==> config.mk <==
export PLATFORM = sky130hd
export DESIGN_NAME = ipl_ram
export DESIGN_NICKNAME = d
export VERILOG_FILES = /design/src/design/ipl_ram.sv
export SDC_FILE = /design/constraint.sdc
export NUM_CORES = 2
export LEC_CHECK = 0
export BUFFER_PORTS_ARGS = -buffer_cell sky130_fd_sc_hd__buf_2
export CELL_PAD_IN_SITES_DETAIL_PLACEMENT = 1
export CELL_PAD_IN_SITES_GLOBAL_PLACEMENT = 1
export CORE_MARGIN = 2
export CORE_UTILIZATION = 30
export DETAILED_ROUTE_END_ITERATION = 10
export PLACE_DENSITY = 0.53
export SLEW_MARGIN = 25
export SYNTH_ARGS = -nofsm -noshare
export SYNTH_HDL_FRONTEND = slang
export SYNTH_SLANG_ARGS = --single-unit
export TNS_END_PERCENT = 10
==> constraint.sdc <==
create_clock -name clk -period 7.3 [get_ports clk]
set_input_delay 1.095 -clock clk [delete_from_list [all_inputs] [get_ports clk]]
set_output_delay 1.095 -clock clk [all_outputs]
set_load 0.05 [all_outputs]
==> src/design/ipl_ram.sv <==
// Generic single-clock RAM: one write port, one read port, registered read.
// No dependencies.
module ipl_ram #(
  parameter int unsigned WIDTH = 64,
  parameter int unsigned DEPTH = 64
) (
  input  logic                                  clk,
  input  logic                                  wr_en,
  input  logic [((DEPTH > 1) ? $clog2(DEPTH) : 1)-1:0] wr_addr,
  input  logic [WIDTH-1:0]                      wr_data,
  input  logic                                  rd_en,
  input  logic [((DEPTH > 1) ? $clog2(DEPTH) : 1)-1:0] rd_addr,
  output logic [WIDTH-1:0]                      rd_data
);

  logic [WIDTH-1:0] mem [DEPTH];
  logic [WIDTH-1:0] rd_data_r;

  always_ff @(posedge clk) begin
    if (wr_en) begin
      mem[wr_addr] <= wr_data;
    end
    if (rd_en) begin
      rd_data_r <= mem[rd_addr];
    end
  end

  assign rd_data = rd_data_r;

endmodule

==> summary.md <==
| Metric | Value |
|---|---|
| Dominant combinational cell family by area after synthesis | multiplexers |
| Highest attainable clock frequency | 0.272 GHz |
| Synth Area in Compound Gates | 0.0247 |
| Clock root cell | clkbuf_16 |
| Worst rel slew slack | 0.264 |
| Unrepaired setup endpoints after global routing | false |
| Run status | completed |
| DR iter-0 viols | 9640 |
| Post-DRT Antenna Nets | 0 |
| Seq. cell area | 125000 µm² |
| Resized cells post-CTS | 0 |
| Peak supply drop | 226 µV |
| Clk Latency, worst-skew pair | 1.02 ns |
| Routed via count | 76032 |
| Worst hold path class | input pin to flip-flop |
| Nets in the synthesized netlist | 6677 |
| Delay of the slowest cell on the worst path | 0.57 ns |
| Pre-Repair DR Iteration Count | 5 |
| Max Root-Sink Buffers | 4 |
| Final setup vio count | 0 |
| Synth Register Bits | 4160 |
| Number of global-route vias before repair | 79442 |
| Number of antenna violations at the first check in global routing | 64 |
| Residual DRC | 0 |
| Gate Count Post-Synth | 6598 |
| Post-Place Setup Slack | 2.54 ns |
| Setup TNS Final | 0 ns |
| Routed WL | 499 mm |
| Clock period minus final worst setup slack | 3.67 ns |
| Final routed wire length divided by cell count | 34.8 µm |
| Starting utilization of the core area | 0.301 |
| Worst setup path class | input pin to flip-flop |
| Tot GR Track Use | 0.185 |
| Critical path peak fanout | 69 |
| Hold buffer count at CTS | 0 |
| Clock buffer count from CTS | 430 |
| Syn Area/Cell | 23.8 µm² |
| Final HPWL DP | 266 mm |
| Highest-delay cell along the critical path | buf_4 |
| Maximum number of pins on one net before global-route repair | 110 |
| Area enclosed by the die boundary | 529000 µm² |
| Area growth from synthesis to layout | 15.5% |
| Last weighted congestion value of the routability-driven placer | 0.746 |
| Max-cap violations | 0 |
| Post-synthesis share of cell area spent on and, or, nand and nor gates | 0.0123 |
| Share of synthesized area occupied by flip-flops and latches | 0.796 |
| Arr. time, crit path | 4.33 ns |
| Crit path launch type | input pin |
| Number of synthesis warnings | 0 |
| Fin. max-slew vios | 0 |
| Worst hold path depth | 1 |
| Input/output buffers | 142 |
| Portion of synthesized cell area occupied by the leading cell type | 0.796 |
| Global-route wire length before repair | 683 mm |
| Area of combinational cells with multiple inputs | 30800 µm² |
| Setup clock skew after layout | 0.0672 ns |
| Total power per unit cell area | 279 nW/µm² |
| Die X | 727 µm |
| Adder-cell share of the synthesized area | 0 |
| Register-to-Register Path Depth | 4 |
| Cell chain of the critical path | buf_8, buf_12, buf_4, mux4_2, or3_1, a41oi_1, a211oi_1 |
| FILL cells | 50034 |
| I/O pin cnt | 143 |
| Mux contribution to synthesized area | 0.156 |
| Global-route congestion overflow total | 0 |
| Summed instance area of the synthesized netlist | 157000 µm² |
| Clock transition at the registers of the reported paths | 0.06 ns |
| Top area cells in the synthesized netlist | edfxtp_1 (80%), mux4_2 (15%), mux2i_1 (0.86%), a22oi_1 (0.80%), buf_2 (0.54%) |
| CTS tree | done |
| Worst setup EP type | flip-flop |
| Leading area contributor after synthesis | edfxtp_1 |
| Post-route setup slack | 3.63 ns |
| Placement Rows | 265 |
| Distinct cell type count of the synthesized netlist | 32 |
| Area of the core | 521000 µm² |
| Required time reported for the critical path endpoint | 7.96 ns |
| Final layout net count | 7107 |
| Number of clock sinks seen by CTS | 4160 |
| Post-CTS Setup Bufs | 0 |
| XOR/XNOR Fraction of Synth Area | 0 |
| Layout cell share with drive strength beyond 1 | 0.282 |
| Avg Vias per Cell | 5.30 |
| Worst Max-Slew Pin Slew | 1.10 ns |
| Endpoints failing hold | 0 |
| Static Leak | 0.0553 µW |
| Die Ht | 727 µm |
| Maximum level of the CTS H-tree | 5 |
| Final period utilization | 0.503 |
==> synthesized netlist by cell type <==
cell type	n
or3b_2	1
a22oi_1	168
nor3_1	2
a2bb2oi_1	19
a31o_1	1
buf_1	20
a41oi_1	26
and2_1	3
a22o_1	88
mux2i_1	135
nor2b_1	28
nand2b_1	11
buf_4	34
nand2_1	58
nand4_1	2
a211oi_1	63
a31oi_1	18
nand3_1	45
nand3b_1	2
clkbuf_1	140
nand4b_1	1
and3_1	64
o22ai_1	83
o221ai_1	38
edfxtp_1	4160
buf_6	6
or2_2	28
mux4_2	1024
nor2_1	112
inv_1	19
or3_1	29
buf_2	170
==> power by group <==
part | internal [µW] | switching, µW | total, µW | leakage, µW
Clock | 12200 | 9390 | 21600 | 0.00662
Combinational | 825 | 1600 | 2420 | 0.0112
Sequential | 26500 | 105 | 26600 | 0.0375
Total | 39500 | 11100 | 50600 | 0.0553
==> final timing paths <==
check | start | end | slack (ns)
setup reg to reg | mem[38][37] | rd_data[37] | 4.90
hold reg to reg | mem[54][2] | rd_data[2] | 0.92
hold / removal | rd_en | rd_data[0] | 0.56
setup / recovery | rd_addr[1] | rd_data[21] | 3.63
==> layout by cell type (no fill, tap or decap), drive strengths merged, types with 32 or more instances in the layout <==
| master | count |
|---|---|
| clkinv | 202 |
| nand3 | 45 |
| edfxtp | 4160 |
| inv | 32 |
| mux4 | 1024 |
| a211oi | 63 |
| buf | 368 |
| o221ai | 38 |
| o22ai | 83 |
| a22o | 88 |
| and3 | 64 |
| bufinv | 35 |
| nand2 | 58 |
| clkbuf | 532 |
| a22oi | 168 |
| nor2 | 112 |
| mux2i | 135 |
==> sequential cells by signal, indices dropped and copies added (netlist names) <==
signal / flops
mem: 4096
rd_data: 64
==> cell families (layout without fill, tap and decap cells) <==
logic type             after synthesis  count (layout)
buffers and inverters              389            1180
DFF                               4160            4160
muxes                             1159            1159
and+or+nand+nor                    386             386
AOI/OAI and AO/OA                  504             504
other                                0              20
==> worst max-delay path: cells and delay by family <==
| kind | cells | cell delay [ns] |
|---|---|---|
| AO/OA/AOI/OAI | 2 | 0.71 |
| buffers and inverters | 3 | 1.51 |
| AND/OR/NAND/NOR | 1 | 0.32 |
| multiplexers | 1 | 0.56 |
==> cell type report <==
| class | instances | area share |
|---|---|---|
| inverter | 19 | 0.000393 |
| sequential | 4160 | 0.689 |
| multi-input combinational | 2049 | 0.170 |
| clock inverter | 261 | 0.0126 |
| clock buffer | 532 | 0.0621 |
| tap | 6942 | 0.0479 |
| antenna | 20 | 0.000276 |
| timing repair buffer | 368 | 0.0183 |
==> stage by stage <==
stage / area [µm²] / power, µW / utilization / hold slack (ns) / cells
6_report: 181000 / 50600 / 0.348 / 0.564 / 14351
3_5_place_dp: 168000 / 29600 / 0.322 / 0.922 / 13537
3_3_place_gp: 168000 / 29500 / 0.322 / 0.912 / 13535
2_1_floorplan: 157000 / 28400 / - / 0.865 / 6598
4_1_cts: 181000 / 51100 / 0.348 / 0.504 / 14330
5_1_grt: 181000 / 52000 / 0.348 / 0.533 / 14336
==> metal layers <==
layer | wire, µm | vias to the layer above | track usage
li1 | - | 29509 | -
met1 | 212000 | 43041 | 0.262
met2 | 243000 | 2865 | 0.307
met4 | 11900 | 6 | 0.0442
met3 | 31500 | 611 | 0.0227
met5 | 36 | - | 0
Note: power is estimated with default switching activity, not from simulation.
