<file path="src/design/ipl_pkg.sv">
// Package for the indexed point list: command and status codes, the result
// record passed from the sequencer to the output stage, and field widths.
// No dependencies.
package ipl_pkg;

  localparam int unsigned IDX_W   = 6;
  localparam int unsigned COORD_W = 32;
  localparam int unsigned PT_W    = 2 * COORD_W;
  localparam int unsigned OCNT_W  = 7;

  typedef enum logic [3:0] {
    CMD_GET          = 4'd0,
    CMD_SET          = 4'd1,
    CMD_INSERT_AT    = 4'd2,
    CMD_INSERT_FIRST = 4'd3,
    CMD_INSERT_LAST  = 4'd4,
    CMD_DELETE_AT    = 4'd5,
    CMD_DELETE_FIRST = 4'd6,
    CMD_DELETE_LAST  = 4'd7,
    CMD_CLEAR        = 4'd8,
    CMD_COUNT        = 4'd9
  } cmd_t;

  typedef enum logic [1:0] {
    ST_OK        = 2'd0,
    ST_BAD_INDEX = 2'd1,
    ST_FULL      = 2'd2,
    ST_EMPTY     = 2'd3
  } status_t;

  typedef struct packed {
    status_t             status;
    logic [OCNT_W-1:0]   entry_count;
    logic [COORD_W-1:0]  y_out;
    logic [COORD_W-1:0]  x_out;
  } res_t;

endpackage

</file>
<file path="src/design/ipl_seq.sv">
// Command sequencer of the indexed point list: decodes one command, walks the
// point memory for shifts, keeps the entry count and builds the result.
// Depends on ipl_pkg.
module ipl_seq
  import ipl_pkg::*;
#(
  parameter int unsigned CAPACITY = 64
) (
  input  logic                clk,
  input  logic                rst_n,
  input  logic                in_valid,
  output logic                in_ready,
  input  logic [3:0]          cmd,
  input  logic [IDX_W-1:0]    idx,
  input  logic [PT_W-1:0]     pt,
  output logic                res_valid,
  input  logic                res_ready,
  output res_t                res,
  output logic                ram_wr_en,
  output logic [((CAPACITY > 1) ? $clog2(CAPACITY) : 1)-1:0] ram_wr_addr,
  output logic [PT_W-1:0]     ram_wr_data,
  output logic                ram_rd_en,
  output logic [((CAPACITY > 1) ? $clog2(CAPACITY) : 1)-1:0] ram_rd_addr,
  input  logic [PT_W-1:0]     ram_rd_data
);

  localparam int unsigned AW   = (CAPACITY > 1) ? $clog2(CAPACITY) : 1;
  localparam int unsigned CW   = $clog2(CAPACITY + 1);
  localparam int unsigned CMPW = (CW > IDX_W) ? CW : IDX_W;

  typedef enum logic [2:0] {
    S_IDLE, S_EXEC, S_GETW, S_SHIFT, S_PUT, S_DONE
  } state_t;

  state_t              state_r, state_nxt;
  logic [CW-1:0]       count_r, count_nxt;
  logic                pend_r, pend_nxt;
  logic [3:0]          cmd_r, cmd_nxt;
  logic [IDX_W-1:0]    idx_r, idx_nxt;
  logic [PT_W-1:0]     pt_r, pt_nxt;
  logic                ins_r, ins_nxt;
  logic [CW-1:0]       pos_r, pos_nxt;
  logic [CW-1:0]       rptr_r, rptr_nxt;
  logic [CW-1:0]       wptr_r, wptr_nxt;
  logic [CW-1:0]       rem_r, rem_nxt;
  logic [PT_W-1:0]     rdat_r, rdat_nxt;
  status_t             st_r, st_nxt;

  logic          full;
  logic          in_range;
  logic [CW-1:0] idx_c;

  assign full     = (count_r == CW'(CAPACITY));
  assign in_range = (CMPW'(idx_r) < CMPW'(count_r));
  assign idx_c    = CW'(idx_r);

  always_comb begin
    state_nxt   = state_r;
    count_nxt   = count_r;
    pend_nxt    = pend_r;
    cmd_nxt     = cmd_r;
    idx_nxt     = idx_r;
    pt_nxt      = pt_r;
    ins_nxt     = ins_r;
    pos_nxt     = pos_r;
    rptr_nxt    = rptr_r;
    wptr_nxt    = wptr_r;
    rem_nxt     = rem_r;
    rdat_nxt    = rdat_r;
    st_nxt      = st_r;
    ram_wr_en   = 1'b0;
    ram_wr_addr = AW'(pos_r);
    ram_wr_data = pt_r;
    ram_rd_en   = 1'b0;
    ram_rd_addr = AW'(idx_c);

    unique case (state_r)
      S_IDLE: begin
        if (in_valid) begin
          cmd_nxt   = cmd;
          idx_nxt   = idx;
          pt_nxt    = pt;
          state_nxt = S_EXEC;
        end
      end
      S_EXEC: begin
        st_nxt    = ST_OK;
        rdat_nxt  = '0;
        pend_nxt  = 1'b0;
        state_nxt = S_DONE;
        unique case (cmd_r)
          CMD_GET: begin
            if (in_range) begin
              ram_rd_en = 1'b1;
              state_nxt = S_GETW;
            end else begin
              st_nxt = ST_BAD_INDEX;
            end
          end
          CMD_SET: begin
            if (in_range) begin
              ram_wr_en   = 1'b1;
              ram_wr_addr = AW'(idx_c);
            end else begin
              st_nxt = ST_BAD_INDEX;
            end
          end
          CMD_INSERT_AT, CMD_INSERT_FIRST: begin
            if (cmd_r == CMD_INSERT_FIRST && count_r == '0) begin
              ram_wr_en   = 1'b1;
              ram_wr_addr = '0;
              count_nxt   = CW'(1);
            end else if (full) begin
              st_nxt = ST_FULL;
            end else if (cmd_r == CMD_INSERT_AT && !in_range) begin
              st_nxt = ST_BAD_INDEX;
            end else begin
              // Open a gap: move entries from the tail down to pos up by one.
              ins_nxt   = 1'b1;
              pos_nxt   = (cmd_r == CMD_INSERT_AT) ? idx_c : '0;
              rem_nxt   = count_r - pos_nxt;
              rptr_nxt  = count_r - CW'(1);
              state_nxt = S_SHIFT;
            end
          end
          CMD_INSERT_LAST: begin
            if (full) begin
              st_nxt = ST_FULL;
            end else begin
              ram_wr_en   = 1'b1;
              ram_wr_addr = AW'(count_r);
              count_nxt   = count_r + CW'(1);
            end
          end
          CMD_DELETE_AT, CMD_DELETE_FIRST: begin
            if ((cmd_r == CMD_DELETE_AT) ? in_range : (count_r != '0)) begin
              // Close the gap: move entries after pos down by one.
              ins_nxt   = 1'b0;
              pos_nxt   = (cmd_r == CMD_DELETE_AT) ? idx_c : '0;
              rem_nxt   = count_r - pos_nxt - CW'(1);
              rptr_nxt  = pos_nxt + CW'(1);
              state_nxt = S_SHIFT;
            end else begin
              st_nxt = ST_BAD_INDEX;
            end
          end
          CMD_DELETE_LAST: begin
            if (count_r != '0) begin
              count_nxt = count_r - CW'(1);
            end else begin
              st_nxt = ST_EMPTY;
            end
          end
          CMD_CLEAR: begin
            count_nxt = '0;
          end
          default: begin
          end
        endcase
      end
      S_GETW: begin
        rdat_nxt  = ram_rd_data;
        state_nxt = S_DONE;
      end
      S_SHIFT: begin
        // Read one entry per cycle; the entry read last cycle is written
        // to its new place now. Read and write addresses never coincide.
        ram_wr_en   = pend_r;
        ram_wr_addr = AW'(wptr_r);
        ram_wr_data = ram_rd_data;
        if (rem_r != '0) begin
          ram_rd_en   = 1'b1;
          ram_rd_addr = AW'(rptr_r);
          pend_nxt    = 1'b1;
          wptr_nxt    = ins_r ? rptr_r + CW'(1) : rptr_r - CW'(1);
          rptr_nxt    = ins_r ? rptr_r - CW'(1) : rptr_r + CW'(1);
          rem_nxt     = rem_r - CW'(1);
        end else begin
          pend_nxt  = 1'b0;
          state_nxt = S_PUT;
        end
      end
      S_PUT: begin
        if (ins_r) begin
          ram_wr_en   = 1'b1;
          ram_wr_addr = AW'(pos_r);
          count_nxt   = count_r + CW'(1);
        end else begin
          count_nxt = count_r - CW'(1);
        end
        state_nxt = S_DONE;
      end
      S_DONE: begin
        if (res_ready) begin
          state_nxt = S_IDLE;
        end
      end
      default: begin
        state_nxt = S_IDLE;
      end
    endcase
  end

  always_ff @(posedge clk) begin
    if (!rst_n) begin
      state_r <= S_IDLE;
      count_r <= '0;
      pend_r  <= 1'b0;
    end else begin
      state_r <= state_nxt;
      count_r <= count_nxt;
      pend_r  <= pend_nxt;
    end
  end

  always_ff @(posedge clk) begin
    cmd_r  <= cmd_nxt;
    idx_r  <= idx_nxt;
    pt_r   <= pt_nxt;
    ins_r  <= ins_nxt;
    pos_r  <= pos_nxt;
    rptr_r <= rptr_nxt;
    wptr_r <= wptr_nxt;
    rem_r  <= rem_nxt;
    rdat_r <= rdat_nxt;
    st_r   <= st_nxt;
  end

  assign in_ready        = (state_r == S_IDLE);
  assign res_valid       = (state_r == S_DONE);
  assign res.x_out       = rdat_r[COORD_W-1:0];
  assign res.y_out       = rdat_r[PT_W-1:COORD_W];
  assign res.entry_count = OCNT_W'(count_r);
  assign res.status      = st_r;

endmodule

</file>
<file path="config.mk">
export PLATFORM = sky130hd
export DESIGN_NAME = ipl_seq
export DESIGN_NICKNAME = d
export VERILOG_FILES = /design/src/design/ipl_pkg.sv /design/src/design/ipl_seq.sv
export SDC_FILE = /design/constraint.sdc
export NUM_CORES = 1
export LEC_CHECK = 0
export BUFFER_PORTS_ARGS = -buffer_cell sky130_fd_sc_hd__buf_2
export CELL_PAD_IN_SITES_DETAIL_PLACEMENT = 0
export CELL_PAD_IN_SITES_GLOBAL_PLACEMENT = 1
export CORE_AREA = 2 2 156 158
export CTS_CLUSTER_DIAMETER = 200
export CTS_CLUSTER_SIZE = 28
export DETAILED_ROUTE_END_ITERATION = 10
export DIE_AREA = 0 0 158 160
export PLACE_DENSITY_LB_ADDON = 0.1
export SETUP_SLACK_MARGIN = 0.4
export SYNTH_ARGS = -nofsm -noshare
export SYNTH_HDL_FRONTEND = slang
export SYNTH_SLANG_ARGS = --single-unit
</file>
<file path="constraint.sdc">
create_clock -name clk -period 3.5 [get_ports clk]
set_input_delay 0.175 -clock clk [delete_from_list [all_inputs] [get_ports clk]]
set_output_delay 0.175 -clock clk [all_outputs]
set_load 0.01 [all_outputs]
</file>
==> results of run 1 <==
stage by stage:
stage	instances	total power, mW	hold WS (ns)	worst slack [ns]	util [%]
final	1552	5.82	0.0332	0.519	51.7
after global placement	1437	3.91	0.352	0.394	45.8
after CTS	1545	5.86	0.00957	0.391	51.4
after floorplan	846	3.43	0.274	0.534	-
after detailed placement	1437	3.91	0.353	0.404	45.8
after global routing	1552	6.10	0.0164	0.395	51.7
state kept, by name, indices dropped and copies added (netlist names):
register and flops:
cmd_r 4, count_r 7, idx_r 6, ins_r 1, pend_r 1, pos_r 6, pt_r 64, rdat_r 64
rem_r 7, rptr_r 6, st_r 2, state_r 3, wptr_r 6
per-layer routing:
layer,vias to the layer above,wire (um),track usage [%]
met5,-,0,0
met1,3545,11800,28.0
met4,0,430,6.14
li1,3722,-,-
met2,280,13300,35.1
met3,28,1890,4.94
worst min path at each step:
stage | start | to | slack [ns] | depth (start not counted)
4_1_cts | ram_rd_data[22] | rdat_r[22]$_SDFFCE_PP0P_ | 0.01 | 2
2_1_floorplan | cmd[0] | cmd_r[0]$_DFFE_PP_ | 0.27 | 0
3_5_place_dp | idx[4] | idx_r[4]$_DFFE_PP_ | 0.35 | 1
5_1_grt | ram_rd_data[7] | rdat_r[7]$_SDFFCE_PP0P_ | 0.02 | 2
6_report | ram_rd_data[57] | rdat_r[57]$_SDFFCE_PP0P_ | 0.03 | 2
3_3_place_gp | idx[1] | idx_r[1]$_DFFE_PP_ | 0.35 | 1
worst max-delay path, delay by kind of cell (launching register included):
kind	cells	cell delay (ns)
compound gates	3	0.54
simple gates	3	0.94
flops	1	0.40
buf+inv	2	0.26
fa+ha+maj	1	0.23
cell usage in the layout (no fill, tap or decap), drive strengths merged, types with 19 or more instances in the layout:
cell	instances
inv	30
xnor2	20
buf	321
dlygate4sd3	74
nand2	238
and2	69
ha	23
a21oi	25
edfxtp	166
o21ai	19
nor2	24
clkbuf	19
area by class of cell:
class / instances / area share [%]
repair buffers: 395 / 19.8
well taps: 324 / 3.29
diodes: 2 / 0.0407
flip-flops and latches: 177 / 42.4
clock buffers: 19 / 3.52
clock inverters: 13 / 1.16
inverters: 26 / 0.823
multi-input cells: 596 / 29.0
power by group through the flow:
| stage | clock, mW | combinational, mW | sequential, mW |
|---|---|---|---|
| 6_report | 1.87 | 1.30 | 2.66 |
| 5_1_grt | 1.99 | 1.43 | 2.68 |
| 4_1_cts | 1.92 | 1.29 | 2.66 |
| 3_5_place_dp | 0 | 1.20 | 2.70 |
| 3_3_place_gp | 0 | 1.20 | 2.70 |
| 2_1_floorplan | 0 | 0.698 | 2.73 |
logic make-up after synthesis:
family,synth area share [%]
xor gates and xnor gates,2.91
adders and majority gates,3.62
DFF,57.6
AOI/OAI and AO/OA,10.2
muxes,1.41
buffers and inverters,3.39
and+or+nand+nor,20.9
repair_timing:
| item | 4_1_cts | 5_1_grt |
|---|---|---|
| hold endpoints to repair | 74 | 0 |
| hold buffers | 74 | 0 |
| setup buffers | 2 | 5 |
| resized for setup | 7 | 9 |
| setup endpoints to repair | 7 | 21 |
| gates cloned | 0 | 0 |
cells in the mapped netlist (3+ instances only):
library cell | count | area [um^2]
a221oi_1 | 6 | 52.6
xor2_1 | 10 | 87.6
mux2_2 | 6 | 67.6
o21a_1 | 5 | 37.5
o31ai_1 | 4 | 30.0
nand3_1 | 12 | 60.1
xnor2_1 | 20 | 175
a22oi_1 | 8 | 60.1
and3_1 | 4 | 25.0
a21oi_1 | 24 | 120
nand2b_1 | 6 | 37.5
nor2b_1 | 9 | 56.3
and2_1 | 69 | 432
nor2_1 | 23 | 86.3
buf_2 | 10 | 50.1
o22ai_1 | 8 | 50.1
o21ai_0 | 19 | 95.1
mux2i_1 | 6 | 60.1
a211oi_1 | 12 | 90.1
dfxtp_1 | 11 | 220
buf_1 | 3 | 11.3
o221ai_1 | 6 | 52.6
a31o_2 | 3 | 26.3
ha_1 | 23 | 288
or3_1 | 5 | 31.3
a21o_1 | 5 | 37.5
inv_1 | 24 | 90.1
a311oi_1 | 3 | 26.3
edfxtp_1 | 166 | 4980
nor3_1 | 8 | 40.0
o211ai_1 | 4 | 30.0
o21bai_1 | 4 | 30.0
clkbuf_1 | 30 | 113
or2_2 | 8 | 50.1
nand2_1 | 238 | 893
==> metrics.md, run 1 <==
| Metric | Value |
|---|---|
| Required @ worst endpoint | `3.32 ns` |
| Slowest stage cell, crit path | `or3b_4` |
| Min-Delay Path Class | `in -> reg` |
| Num CTS Buffers | `17` |
| Wire length of the first global-routing pass | `just over 40000 um` |
| CTS root buf | `clkbuf_16` |
| CP Launch Type | `register` |
| Placer congestion estimate | `0.868` |
| Global route overflow | `0` |
| DIE AREA | `0.0253 mm^2` |
| Pleak | `5.32 nW` |
| Synth Flop Type | `edfxtp_1` |
| CTS tree | `done` |
| CTS Buffer Depth | `2` |
| Slew Limit Headroom | `39.4%` |
| Post-Syn Area | `~0.009 mm^2` |
| Clk pwr share | `32.1%` |
| Drc violations | `0` |
| Sequential area share after synthesis | `57.6%` |
| Max FO, Critical Path | `10` |
| Comb pwr share | `22.3%` |
| Syn_nets | `1013` |
| Nets | `1380` |
| Htree depth | `4` |
| Fin crit period | `roughly 3 ns` |
| Post-route design area | `0.0123 mm^2` |
| Post-synth ARST share | `0%` |
| Worst setup path startpoint | `count_r[1]$_SDFFE_PN0P_` |
| Synth Register Bits | `177` |
| Sequential standard cell area | `0.00521 mm^2` |
| R2R Setup Slk | `0.62 ns` |
| Initial antenna violation count | `2` |
| Synth warn | `0` |
| Number of flops mapped to enable cells by yosys | `166` |
| Final Cycle Share | `85.2%` |
| Clk slew on worst S/H paths | `0.08 ns` |
| Post-DRT Antenna Nets | `0` |
| Core Area | `0.0238 mm^2` |
| Clock sink total | `roughly 180` |
| Worst r2r src | `cmd_r[1]$_DFFE_PP_` |
| Initial drt markers | `455` |
| Ports | `about 300` |
| Initial Utilization | `38.0%` |
| Skew-Pair Late Insertion Delay | `roughly 0.43 ns` |
| Skew final | `about 0.014 ns` |
| Area growth, synth to finish | `36.1%` |
| Reg2Reg Depth | `11` |
| DP Wirelength | `19300 um` |
| FILL cells | `between 2000 and 2500` |
| Status | `finished clean` |
| Fin Setup TNS | `0 ns` |
| Max frequency | `around 340 MHz` |
| Total of max-cap violations | `0` |
| Max incr delay on CP | `0.45 ns` |
| NetSw | `between 1.5 and 2 mW` |
| Die height | `between 150 and 200 um` |
| Total wire length | `27400 um` |
| Share of cells above drive strength 1 | `32.5%` |
| Average size of a mapped cell | `10.7 um^2` |
| CP Capture Type | `primary output` |
| Worst Path Class, Setup | `reg -> out` |
| GRT Util Overall | `21.3%` |
| Crit path DAT | `2.81 ns` |
| FF-to-FF End | `rem_r[6]$_DFFE_PP_` |
| Worst-Margin Slew | `slightly above 0.9 ns` |
| DR vias | `between 7000 and 8000` |
| Wirelength per Cell | `17.7 um` |
| Port Buffers | `294` |
| Via density | `about 4.9` |
| Placed cell area | `0.0109 mm^2` |
| Drt pass-1 iters | `5` |
| Pwr dens | `473 mW/mm^2` |
| Max VDD drop | `0.308 mV` |
| Final setup viols | `0` |
| Synth cell types | `70` |
| DIE WIDTH | `158 um` |
| Cells after Synth | `between 800 and 900` |
| Area of the multi-input gates | `0.00357 mm^2` |
| Vias in the first global route | `7233` |
| Seq pwr share | `45.6%` |
| Max Slew Vio Count | `0` |
| Crit-path cells | `inv_4, ha_2, or3b_4, or3_4, nor2_2, o21bai_1, o21a_2, o221ai_1, buf_2` |
| Largest net degree at the start of global routing | `75` |
| Net Sw Frac | `30.0%` |
| FP Rows | `57` |
| RSZ-0062 raised after global routing | `yes` |
| Internal power | `4.08 mW` |
| End of the critical path | `ram_wr_addr[0]` |
| Final Hold Fails | `0` |
Note: power is estimated with default switching activity, not from simulation.
==> run 2: changes to the inputs <==
- CORE_AREA: 2 2 156 158 -> 2 2 186 133
- DIE_AREA: 0 0 158 160 -> 0 0 188 135
==> run 2 against run 1 <==
Net effect:
- maximum frequency rose by 1.8%
- via count rose by 0.40%
- critical endpoint is now ram_wr_addr[4]
- routed wire length rose by 2.9%
- setup slack improved by 0.053 ns
==> metrics.md, run 2 (synthesis gave the netlist of run 1 again) <==
| Metric | Value |
|---|---|
| Place WS | `0.443 ns` |
| Final Cycle Share | `83.6%` |
| Clock sink total | `177` |
| Nets | `1390` |
| Fin Setup TNS | `0 ns` |
| Final Hold Fails | `0` |
| Area of the multi-input gates | `0.00363 mm^2` |
| Vias in the first global route | `7413` |
| Skew final | `~0.012 ns` |
| Slowest stage cell, crit path | `or3b_4` |
| Initial drt markers | `roughly 560` |
| Antenna Diode Count | `0` |
| Max Slew Vio Count | `0` |
| Total wire length | `between 20000 and 30000 um` |
| Fin crit period | `a little under 3 ns` |
| Htree depth | `4` |
| Skew-Pair Late Insertion Delay | `0.43 ns` |
| DP Wirelength | `20200 um` |
| Die height | `135 um` |
| Min-Delay Path Class | `in -> reg` |
| Max frequency | `around 340 MHz` |
| RSZ-0062 raised after global routing | `yes` |
| Crit path DAT | `2.75 ns` |
| Placer congestion estimate | `0.890` |
| Slew Limit Headroom | `around two fifths` |
| Crit path max-delay family | `simple AND/OR/NAND/NOR gates` |
| Share of cells above drive strength 1 | `33.2%` |
| CTS tree | `done` |
| Worst setup margin | `0.572 ns` |
| DIE AREA | `0.0254 mm^2` |
| DR vias | `7605` |
| Most common cell after layout, fill and taps aside | `buf_2` |
| Worst-Margin Slew | `0.911 ns` |
| Total of max-cap violations | `0` |
| Max FO, Critical Path | `6` |
| Commonest non-fill, non-tap cells in the layout | `buf_2, nand2_1, edfxtp_1` |
| Largest net degree at the start of global routing | `75` |
| Hold_ws | `~0.037 ns` |
| Status | `finished clean` |
| Clk slew on worst S/H paths | `0.07 ns` |
| DIE WIDTH | `188 um` |
| Worst Path Class, Setup | `reg -> out` |
| CP Capture Type | `primary output` |
| CTS Buffer Depth | `2` |
| Largest registers | `pt_r (64), rdat_r (64)` |
| Post-DRT Antenna Nets | `0` |
| Via density | `around 4.9` |
| FILL cells | `2182` |
| Wirelength per Cell | `18.1 um` |
| Max incr delay on CP | `0.42 ns` |
| Area growth, synth to finish | `37.1%` |
| FP Rows | `47` |
| CTS root buf | `clkbuf_16` |
| Sequential standard cell area | `0.00520 mm^2` |
| Pleak | `5.36 nW` |
| Initial Utilization | `38.5%` |
| Initial antenna violation count | `0` |
| Drc violations | `0` |
| Ports | `~300` |
| Max VDD drop | `0.337 mV` |
| Wire length of the first global-routing pass | `43300 um` |
| Final setup viols | `0` |
| Port Buffers | `294` |
| Critical path buffers and inverters | `2` |
| CP Launch Type | `register` |
| Pwr dens | `between 400 and 500 mW/mm^2` |
| Num CTS Buffers | `17` |
| Global route overflow | `0` |
| GRT Util Overall | `22.5%` |
| Core Area | `0.0235 mm^2` |
| Final Core Density | `52.8%` |
| Total power | `between 5 and 6 mW` |
| Crit-path cells | `inv_4, ha_4, or3b_4, or3_4, nor2_2, o21bai_1, o21a_2, o221ai_2, buf_2` |
| Drt pass-1 iters | `5` |
| Required @ worst endpoint | `3.32 ns` |
run 2: cell count changes in the layout (fill, tap and decap cells not counted), sizes merged:
cell / before / now
buf: 321 / 331
bufinv: 0 / 2
clkbuf: 19 / 20
clkinvlp: 1 / 2
diode: 2 / 0
inv: 30 / 26
run 2: area by class of cell:
class / instances / area share [%]
clock buffer: 20 / 3.52
multi-input combinational: 596 / 29.2
sequential: 177 / 42.0
inverter: 26 / 0.838
clock inverter: 12 / 0.928
timing repair buffer: 405 / 20.3
tap: 318 / 3.21
run 2: worst paths after layout:
| kind | start | endpoint | slack (ns) | cells past startpoint |
|---|---|---|---|---|
| setup / recovery | count_r[0]$_SDFFE_PN0P_ | ram_wr_addr[4] | 0.57 | 9 |
| setup reg to reg | cmd_r[3]$_DFFE_PP_ | rem_r[6]$_DFFE_PP_ | 0.66 | 11 |
| hold reg to reg | pend_r$_SDFFE_PN0N_ | pend_r$_SDFFE_PN0N_ | 0.60 | 2 |
| hold / removal | ram_rd_data[35] | rdat_r[35]$_SDFFCE_PP0P_ | 0.04 | 2 |
run 2: repair_timing:
action | CTS | global route
buffers inserted | 0 | 13
resized for setup | 6 | 17
endpoints found under the setup margin | 6 | 10
hold endpoints to repair | 74 | 0
hold buffers | 74 | 0
run 2: per-layer routing:
metal	track usage, %	vias up	part of all wire, %
met5	0	-	0
met4	4.68	0	0.82
met3	5.98	19	7.7
met2	34.7	299	45
met1	31.9	3555	46
li1	-	3732	-
run 2: stage by stage:
| step | instance area, um^2 | std cells |
|---|---|---|
| after floorplan | 9060 | 846 |
| after global placement | 10900 | 1435 |
| after detailed placement | 10900 | 1435 |
| after CTS | 12200 | 1541 |
| after global routing | 12400 | 1554 |
| final | 12400 | 1554 |
run 2: report_power, final:
group | leakage, nW | internal, mW | switching (mW) | total, mW
Clock | 0.268 | 1.04 | 0.804 | 1.85
Sequential | 1.67 | 2.57 | 0.0833 | 2.65
Combinational | 3.43 | 0.579 | 0.775 | 1.35
==> run 3: changes to the inputs <==
- ABC_AREA: unset -> 1
- CORE_AREA: 2 2 186 133 -> 2 2 185 133
- DIE_AREA: 0 0 188 135 -> 0 0 187 135
- clock period: 3.5 -> 2.8 ns (I/O delays scaled with it)
==> run 3 against run 2 <==
Net effect:
- area after synthesis decreased by 3.2%
- synthesized cell count increased by 6.1%
- global-route usage decreased by 0.56 points
- hold slack got worse by 0.025 ns
- sequential power increased by 50%
- cell count increased by 7.4%
- setup slack got worse by 0.29 ns
- core utilization increased by 3.1 points
- die area decreased by 0.53%
- critical endpoint is now rem_r[6]$_DFFE_PP_
==> metrics.md, run 3 <==
| Metric | Value |
|---|---|
| Drc violations | `0` |
| CTS Buffer Depth | `2` |
| Synth warn | `0` |
| Post-Syn Area | `0.00876 mm^2` |
| Synth Register Bits | `between 150 and 200` |
| Fin Setup TNS | `0 ns` |
| Post-route design area | `0.0131 mm^2` |
| Cells after Synth | `898` |
| Most common cell after layout, fill and taps aside | `buf_2` |
| CP Launch Type | `register` |
| Most frequent cell after synthesis | `nand2_1` |
| Final setup viols | `0` |
| Initial drt markers | `546` |
| Syn_nets | `1065` |
| Wirelength per Cell | `17.0 um` |
| Post-DRT Antenna Nets | `0` |
| Die height | `135 um` |
| Sequential area share after synthesis | `59.4%` |
| Htree depth | `4` |
| Max Slew Vio Count | `0` |
| Initial antenna violation count | `1` |
| Pwr dens | `between 800 and 900 mW/mm^2` |
| Drt pass-1 iters | `5` |
| Crit path DAT | `2.71 ns` |
| Final Cycle Share | `90.0%` |
| Global route overflow | `0` |
| Crit-path cells | `nor2_2, inv_2, nor2_4, inv_4, nor2_4, inv_2, ha_4, fa_2, nand3_2, nand3_4, a21oi_2, nor2_1, o21ai_2, nand2_1, a21oi_2, a21oi_1` |
| Average size of a mapped cell | `9.75 um^2` |
| Commonest non-fill, non-tap cells in the layout | `buf_2, edfxtp_1, nand2_1` |
| DIE WIDTH | `187 um` |
| Required @ worst endpoint | `approximately 3 ns` |
| Clock sink total | `177` |
| Worst-Margin Slew | `about 0.55 ns` |
| Skew-Pair Late Insertion Delay | `0.45 ns` |
| Worst r2r src | `cmd_r[3]$_DFFE_PP_` |
| Largest registers | `pt_r (64), rdat_r (64)` |
| Max incr delay on CP | `between 0.4 and 0.5 ns` |
| Status | `finished clean` |
| Leading area contributor after synthesis | `edfxtp_1` |
| Post-synth ARST share | `0%` |
| DP Wirelength | `19900 um` |
| Placer congestion estimate | `0.853` |
| Total wire length | `28400 um` |
| Nets | `between 1500 and 2000` |
| Share of cells above drive strength 1 | `37.0%` |
| Vias in the first global route | `7515` |
| Worst setup margin | `between 0.2 and 0.3 ns` |
| Ports | `between 200 and 300` |
| CTS root buf | `clkbuf_16` |
| Total of max-cap violations | `0` |
| CP Capture Type | `register` |
| DIE AREA | `0.0252 mm^2` |
| Fin crit period | `around 2.5 ns` |
| Top cells by area, synth | `edfxtp_1, nand2_1, o21ai_0` |
| DR vias | `7859` |
| Slowest stage cell, crit path | `edfxtp_1` |
| Max frequency | `397 MHz` |
| Clk slew on worst S/H paths | `0.07 ns` |
| Wire length of the first global-routing pass | `42300 um` |
| RSZ-0062 raised after global routing | `yes` |
| Final Hold Fails | `0` |
| Worst Path Class, Setup | `reg -> reg` |
| GRT Util Overall | `21.9%` |
| Post-synth top cells | `nand2_1, edfxtp_1, inv_1, nor2_1, o21ai_0` |
| Via density | `4.71` |
| Pleak | `6.00 nW` |
| Min-Delay Path Class | `in -> reg` |
| Max VDD drop | `0.495 mV` |
| Area growth, synth to finish | `49.1%` |
| Initial Utilization | `37.5%` |
| FP Rows | `between 40 and 50` |
| Max FO, Critical Path | `4` |
| Slew Limit Headroom | `about 63%` |
| Num CTS Buffers | `17` |
| Hold Path Origin | `ram_rd_data[52]` |
| Synth Flop Type | `edfxtp_1` |
| Placed cell area | `0.0108 mm^2` |
| Port Buffers | `294` |
| Worst setup path startpoint | `cmd_r[3]$_DFFE_PP_` |
| Number of flops mapped to enable cells by yosys | `166` |
| Largest net degree at the start of global routing | `93` |
| Synth cell types | `43` |
| CTS tree | `done` |
| Core Area | `0.0233 mm^2` |
| Place WS | `0.0294 ns` |
| Top cell type's share of synthesized area | `56.9%` |
| Skew final | `0.0239 ns` |
==> run 3: worst paths after layout <==
| kind | end | slack, ns | depth (start not counted) |
|---|---|---|---|
| hold / removal | rdat_r[52]$_SDFFCE_PP0P_ | 0.01 | 3 |
| setup reg to reg | rem_r[6]$_DFFE_PP_ | 0.28 | 16 |
| hold reg to reg | pend_r$_SDFFE_PN0N_ | 0.50 | 2 |
| setup / recovery | rem_r[6]$_DFFE_PP_ | 0.28 | 16 |
==> run 3: power breakdown <==
part | switching (mW) | internal [mW]
Sequential | 0.239 | 3.74
Combinational | 2.75 | 1.87
Clock | 1.02 | 1.21
Total | 4.02 | 6.82
==> run 3: final cells by class <==
cell class                 instances  area [um^2]
clock buffer                      19          433
sequential                       177         5210
timing repair buffer             452         3110
antenna                            1         2.50
clock inverter                    11         92.6
multi-input combinational        563         3310
inverter                         128          493
tap                              318          398
fill                            2169        10300
==> run 3: metal layers <==
layer	track usage [%]	part of all wire (%)	vias to the layer above
met4	5.69	1.1	0
met1	30.4	45	3658
met5	0	0	-
met2	34.6	47	292
li1	-	-	3887
met3	5.35	7.2	22
==> run 3: worst max-delay path, delay by kind of cell, from the launching register on <==
family / cells / cell delay (ns)
and+or+nand+nor: 7 / 0.69
adders and majority gates: 2 / 0.51
AOI/OAI and AO/OA: 4 / 0.44
DFF: 1 / 0.42
buffers and inverters: 3 / 0.19
==> run 3: cell families (layout without fill, tap and decap cells) <==
group | after synthesis | after routing | share of synthesized area [%]
buf+inv | 158 | 610 | 7.24
simple gates | 348 | 348 | 16.9
other cells | 0 | 1 | 0
compound gates | 165 | 165 | 10.2
mux | 2 | 2 | 0.243
fa+ha+maj | 25 | 25 | 3.74
flops | 177 | 177 | 59.4
xor+xnor | 23 | 23 | 2.30
==> run 3: through the flow <==
| step | total power [mW] | hold slack [ns] | utilization, % | instances |
|---|---|---|---|---|
| after floorplan | 6.32 | 0.239 | - | 898 |
| after global placement | 7.80 | 0.316 | 46.1 | 1503 |
| after detailed placement | 7.80 | 0.318 | 46.1 | 1503 |
| after CTS | 10.4 | 0.000375 | 53.9 | 1652 |
| after global routing | 11.5 | 0.0170 | 55.9 | 1669 |
| final | 10.8 | 0.0118 | 55.9 | 1669 |
==> run 3: what timing repair did <==
| item | in CTS | in global routing |
|---|---|---|
| setup endpoints to repair | 32 | 60 |
| hold buffers | 102 | 0 |
| gates resized for setup | 40 | 80 |
| buffers inserted | 17 | 14 |
| endpoints found under the hold margin | 103 | 0 |
| cloned | 0 | 2 |
| pin swaps | 20 | 34 |
